## src/hdl/earliest_expiry_batch_consumer_assert.svh

```systemverilog
// ---------------------------------------------------------------------------
// Assertion macros for the earliest expiry batch consumer
// Clocked on clock and disabled while reset is high.
// ---------------------------------------------------------------------------
`ifndef EARLIEST_EXPIRY_BATCH_CONSUMER_ASSERT_SVH
`define EARLIEST_EXPIRY_BATCH_CONSUMER_ASSERT_SVH

// same-cycle implication
`define EEBC_ASSERT_IMP(lbl, ante, cons) \
   lbl: assert property (@(posedge clock) disable iff (reset) (ante) |-> (cons)) \
      else $error("eebc assertion failed");

// next-cycle implication
`define EEBC_ASSERT_NEXT(lbl, ante, cons) \
   lbl: assert property (@(posedge clock) disable iff (reset) (ante) |=> (cons)) \
      else $error("eebc assertion failed");

`endif

```

## src/hdl/eebc_pkg.sv

```systemverilog
// ---------------------------------------------------------------------------
// eebc_pkg
// Types, widths and controller/datapath command codes.
// ---------------------------------------------------------------------------
package eebc_pkg;

   localparam int HEAP_DEPTH = 1024;
   localparam int IDX_W      = $clog2(HEAP_DEPTH);
   localparam int FILL_W     = $clog2(HEAP_DEPTH + 1);
   localparam int CHILD_W    = IDX_W + 2;
   localparam int UNIT_W     = 16;
   localparam int LIFE_W     = 16;
   localparam int TICK_W     = 32;
   localparam int EXP_W      = 33;
   localparam int TOTAL_W    = 32;

   typedef struct packed {
      logic [UNIT_W-1:0] units;
      logic [EXP_W-1:0]  expiry;
   } slot_type;

   typedef enum logic [3:0] {
      S_IDLE, S_INS, S_SU_TEST, S_SU_CMP, S_EXP_RD, S_EXP_CMP, S_RM_START,
      S_RM_LOAD, S_SD_LEFT, S_SD_RIGHT, S_SD_CMP, S_SD_MOVE, S_FINISH
   } state_type;

   typedef enum logic [2:0] {RD_PARENT, RD_ROOT, RD_LAST, RD_LEFT, RD_RIGHT} rd_sel_type;
   typedef enum logic [1:0] {WR_CUR, WR_RDATA, WR_BEST, WR_ROOT_DEC} wr_sel_type;
   typedef enum logic [2:0] {POS_HOLD, POS_FILL, POS_PARENT, POS_ZERO, POS_BEST} pos_op_type;

   typedef struct packed {
      logic       accept;
      logic       mem_rd;
      rd_sel_type rd_sel;
      logic       mem_wr;
      wr_sel_type wr_sel;
      pos_op_type pos_op;
      logic       fill_inc;
      logic       fill_dec;
      logic       set_drop;
      logic       consume;
      logic       cur_load;
      logic       best_init;
      logic       best_right;
      logic       finish;
   } ctl_type;

   typedef struct packed {
      logic units_nz;
      logic heap_full;
      logic fill_zero;
      logic fill_one;
      logic pos_zero;
      logic parent_gt;
      logic root_expired;
      logic root_last;
      logic left_in;
      logic right_in;
      logic best_child;
      logic out_free;
   } sts_type;

endpackage

```

## src/hdl/eebc_ctrl.sv

```systemverilog
// ---------------------------------------------------------------------------
// eebc_ctrl
// Sequencer for insert, expiry purge, consume and heap sifts.
// ---------------------------------------------------------------------------
module eebc_ctrl (
   input  logic             clock,
   input  logic             reset,
   input  logic             req_valid,
   output logic             req_ready,
   input  eebc_pkg::sts_type sts,
   output eebc_pkg::ctl_type ctl
);
   import eebc_pkg::*;

   state_type state_ff, state_in;
   logic      consume_mode_ff, consume_mode_in;
   state_type done_state;

   always_ff @(posedge clock) begin
      if (reset) begin
         state_ff        <= S_IDLE;
         consume_mode_ff <= 1'b0;
      end else begin
         state_ff        <= state_in;
         consume_mode_ff <= consume_mode_in;
      end
   end

   // where a removal goes once it ends, with or without a sift-down
   assign done_state = consume_mode_ff ? S_FINISH : S_EXP_RD;

   always_comb begin
      state_in        = state_ff;
      consume_mode_in = consume_mode_ff;
      req_ready       = 1'b0;
      ctl             = '0;
      ctl.rd_sel      = RD_ROOT;
      ctl.wr_sel      = WR_CUR;
      ctl.pos_op      = POS_HOLD;
      unique case (state_ff)
         S_IDLE: begin
            req_ready = 1'b1;
            if (req_valid) begin
               ctl.accept = 1'b1;
               state_in   = S_INS;
            end
         end
         S_INS: begin
            if (!sts.units_nz) begin
               state_in = S_EXP_RD;
            end else if (sts.heap_full) begin
               ctl.set_drop = 1'b1;
               state_in     = S_EXP_RD;
            end else begin
               ctl.pos_op   = POS_FILL;
               ctl.fill_inc = 1'b1;
               state_in     = S_SU_TEST;
            end
         end
         S_SU_TEST: begin
            if (sts.pos_zero) begin
               ctl.mem_wr = 1'b1;
               state_in   = S_EXP_RD;
            end else begin
               ctl.mem_rd = 1'b1;
               ctl.rd_sel = RD_PARENT;
               state_in   = S_SU_CMP;
            end
         end
         S_SU_CMP: begin
            ctl.mem_wr = 1'b1;
            if (sts.parent_gt) begin
               ctl.wr_sel = WR_RDATA;
               ctl.pos_op = POS_PARENT;
               state_in   = S_SU_TEST;
            end else begin
               state_in   = S_EXP_RD;
            end
         end
         S_EXP_RD: begin
            if (sts.fill_zero) begin
               state_in = S_FINISH;
            end else begin
               ctl.mem_rd = 1'b1;
               state_in   = S_EXP_CMP;
            end
         end
         S_EXP_CMP: begin
            if (sts.root_expired) begin
               consume_mode_in = 1'b0;
               state_in        = S_RM_START;
            end else begin
               ctl.consume = 1'b1;
               if (sts.root_last) begin
                  consume_mode_in = 1'b1;
                  state_in        = S_RM_START;
               end else begin
                  ctl.mem_wr = 1'b1;
                  ctl.wr_sel = WR_ROOT_DEC;
                  state_in   = S_FINISH;
               end
            end
         end
         S_RM_START: begin
            ctl.fill_dec = 1'b1;
            if (sts.fill_one) begin
               state_in = done_state;
            end else begin
               ctl.mem_rd = 1'b1;
               ctl.rd_sel = RD_LAST;
               state_in   = S_RM_LOAD;
            end
         end
         S_RM_LOAD: begin
            ctl.cur_load = 1'b1;
            ctl.pos_op   = POS_ZERO;
            state_in     = S_SD_LEFT;
         end
         S_SD_LEFT: begin
            if (!sts.left_in) begin
               ctl.mem_wr = 1'b1;
               state_in   = done_state;
            end else begin
               ctl.mem_rd = 1'b1;
               ctl.rd_sel = RD_LEFT;
               state_in   = S_SD_RIGHT;
            end
         end
         S_SD_RIGHT: begin
            ctl.best_init = 1'b1;
            if (sts.right_in) begin
               ctl.mem_rd = 1'b1;
               ctl.rd_sel = RD_RIGHT;
               state_in   = S_SD_CMP;
            end else begin
               state_in   = S_SD_MOVE;
            end
         end
         S_SD_CMP: begin
            ctl.best_right = 1'b1;
            state_in       = S_SD_MOVE;
         end
         S_SD_MOVE: begin
            ctl.mem_wr = 1'b1;
            if (sts.best_child) begin
               ctl.wr_sel = WR_BEST;
               ctl.pos_op = POS_BEST;
               state_in   = S_SD_LEFT;
            end else begin
               state_in   = done_state;
            end
         end
         S_FINISH: begin
            if (sts.out_free) begin
               ctl.finish = 1'b1;
               state_in   = S_IDLE;
            end
         end
         default: state_in = S_IDLE;
      endcase
   end
endmodule

```

## config.mk

```make
export PLATFORM = sky130hd
export DESIGN_NAME = eebc_ctrl
export DESIGN_NICKNAME = d
export VERILOG_FILES = /design/src/hdl/earliest_expiry_batch_consumer_assert.svh /design/src/hdl/eebc_pkg.sv /design/src/hdl/eebc_ctrl.sv
export SDC_FILE = /design/constraint.sdc
export NUM_CORES = 1
export LEC_CHECK = 0
export BUFFER_PORTS_ARGS = -buffer_cell sky130_fd_sc_hd__buf_4
export CAP_MARGIN = 20
export CELL_PAD_IN_SITES_DETAIL_PLACEMENT = 1
export CELL_PAD_IN_SITES_GLOBAL_PLACEMENT = 2
export CORE_AREA = 2 2 48 73
export DETAILED_ROUTE_END_ITERATION = 7
export DIE_AREA = 0 0 50 75
export HOLD_SLACK_MARGIN = 0.06
export PLACE_DENSITY_LB_ADDON = 0.1
export SETUP_SLACK_MARGIN = 0.15
export SLEW_MARGIN = 15
export SYNTH_ARGS = -nofsm -noshare
export SYNTH_HDL_FRONTEND = slang
export SYNTH_SLANG_ARGS = --single-unit
```

## constraint.sdc

```tcl
create_clock -name clock -period 1.9 [get_ports clock]
set_input_delay 0.38 -clock clock [delete_from_list [all_inputs] [get_ports clock]]
set_output_delay 0.38 -clock clock [all_outputs]
set_load 0.01 [all_outputs]
```

==> flow_summary.json <==
{
  "port_buffers": 34,
  "cts_inserted_buffers": 3,
  "final_common_cell": "buf_4",
  "status": "finished, final reports clean",
  "antenna_found_initial": 0,
  "mostFrequentLayoutCells": "buf_4, a21oi_1, nand2_1",
  "fin_ws_ns": 0.147,
  "ys_seq_area_frac": 0.143,
  "synth_flop_cell": "dfxtp_1",
  "dp_cells": 170,
  "cts.sinks": 5,
  "avgSynthCellArea_um2": 7.35,
  "dp_hpwl_mm": 2.28,
  "final-hold-violation-count": 0,
  "routed_wl_mm": 3.05,
  "drv_slew": 0,
  "ir_worst_vdd_mv": 0.522,
  "io_pins": 35,
  "ys_types": 43,
  "fin_total_pwr_mw": 1.40,
  "clkLatencyLatePin_ns": 0.22,
  "grt_pass1_vias": 981,
  "cts.clk_slew.worst_paths_ns": 0.04,
  "cts_tree": "yes",
  "ys_seq_elements": 5,
  "place_congestion": 0.814,
  "area_growth_pct": 79.4,
  "setup-tns-final_ns": 0,
  "clock_path_buffers": 2,
  "cp-end-kind": "output port",
  "path_class": "flip-flop to output port",
  "min_path_type": "primary input to flip-flop",
  "synth-edff-count": 0,
  "max-cap-violations": 0,
  "antenna_cells": 0,
  "whs_ns": 0.366,
  "grt_max_degree": 20,
  "drt_iter0_drc": 26,
  "async_reset_ff_frac": 0,
  "fin_skew_ns": 0.000813,
  "ys_warn_count": 0,
  "crit_fanout": 7,
  "nets": 162,
  "wl_per_cell_um": 16.4,
  "syn-cell-area_um2": 698,
  "fmax_mhz": 571,
  "min_period_over_period": 0.922,
  "overflow": 0,
  "required_ns": 1.52,
  "dieHeight_um": 75,
  "start_util": 0.225,
  "die_area_um2": 3750,
  "die_width_um": 50,
  "worstMarginPinSlew_ns": 0.298,
  "syn_inst": 95,
  "coreArea_um2": 3100,
  "drt_first_pass_iters": 3,
  "powerDensity_nw_per_um2": 1120,
  "setup_violations": 0,
  "grt_usage": 0.176,
  "drive_above_1_share": 0.555,
  "syn_nets": 110,
  "slew_headroom": 0.800,
  "rsz0062_at_grt": "true",
  "power.leakage_nw": 0.542,
  "vias_per_cell": 5.00,
  "grt_pass1_wl_mm": 4.97,
  "cts_max_level": 1,
  "root_buffer": "clkbuf_8",
  "crit_arrival_ns": 1.37,
  "instances_no_fill": 186,
  "min_period_ns": 1.75,
  "via_count": 930,
  "drc": 0,
  "startpoint_type": "flip-flop",
  "pre_cts_slack_ns": 0.0182,
  "rows": 25,
  "ant_nets": 0
}
[worst max-delay path: stages, from the launching register on]
cell     delay [ns]
dfxtp_4        0.40
buf_6          0.12
nor2_4         0.04
and4b_2        0.26
or2_1          0.22
buf_6          0.12
[final timing paths]
check / startpoint / endpoint / slack, ns / cells past startpoint
hold reg to reg: consume_mode_ff / consume_mode_ff / 0.61 / 2
setup / recovery: state_ff[1] / ctl[8] / 0.15 / 5
setup reg to reg: state_ff[3] / state_ff[2] / 0.46 / 6
hold / removal: reset / consume_mode_ff / 0.37 / 2
[stage by stage]
stage | cell area [um^2] | util
2_1_floorplan | 698 | -
3_3_place_gp | 1010 | 0.325
3_5_place_dp | 1010 | 0.325
4_1_cts | 1130 | 0.364
5_1_grt | 1250 | 0.404
6_report | 1250 | 0.404
[area by class of cell]
| class | instances | area (um^2) |
|---|---|---|
| well taps | 40 | 50.0 |
| multi-input cells | 80 | 606 |
| fillers | 384 | 1840 |
| clock buffers | 4 | 45.0 |
| repair buffers | 53 | 428 |
| flip-flops and latches | 5 | 109 |
| inverters | 4 | 15.0 |
[flip-flops by register name, summed over array words and instances (netlist names)]
signal           cells
consume_mode_ff      1
state_ff             4
[synthesized netlist by cell type (2+ instances only)]
master	instances	area (um^2)
a21boi_1	2	15.0
a21oi_1	10	50.1
and2_1	2	12.5
and3_1	3	18.8
and4_1	2	17.5
buf_2	3	15.0
buf_6	3	33.8
dfxtp_1	5	100
inv_1	3	11.3
nand2_1	7	26.3
nand2b_1	7	43.8
nand4bb_1	2	22.5
nor2_1	7	26.3
nor2b_1	3	18.8
nor3_1	3	15.0
nor3_2	2	20.0
o21ai_0	2	10.0
o21ai_1	3	15.0
o2bb2ai_1	2	17.5
[repair_timing]
action                     4_1_cts  5_1_grt
setup endpoints to repair       17        9
resized for setup               19       14
cloned                           1        0
setup buffers                    1       10
hold buffers                     0        0
pin swaps                        1       12
[kinds of logic (layout without fill, tap and decap cells)]
| kind of cell | Yosys count | in the layout | synth area share |
|---|---|---|---|
| flops | 5 | 5 | 0.143 |
| buf+inv | 10 | 61 | 0.0914 |
| simple gates | 50 | 50 | 0.482 |
| compound gates | 30 | 30 | 0.283 |
[power breakdown]
part / internal (mW) / total, mW / switching, mW
Sequential: 0.147 / 0.209 / 0.0618
Combinational: 0.484 / 0.994 / 0.510
Clock: 0.144 / 0.198 / 0.0535
Total: 0.776 / 1.40 / 0.625
[routing by layer]
layer  GRT usage  vias to the layer above  wire (um)
li1            -                      448          -
met1       0.197                      447       1150
met2       0.326                       33       1730
met3      0.0417                        2        152
met4      0.0556                        0         18
met5           0                        -          0
Power figures use the tool's default switching activity.
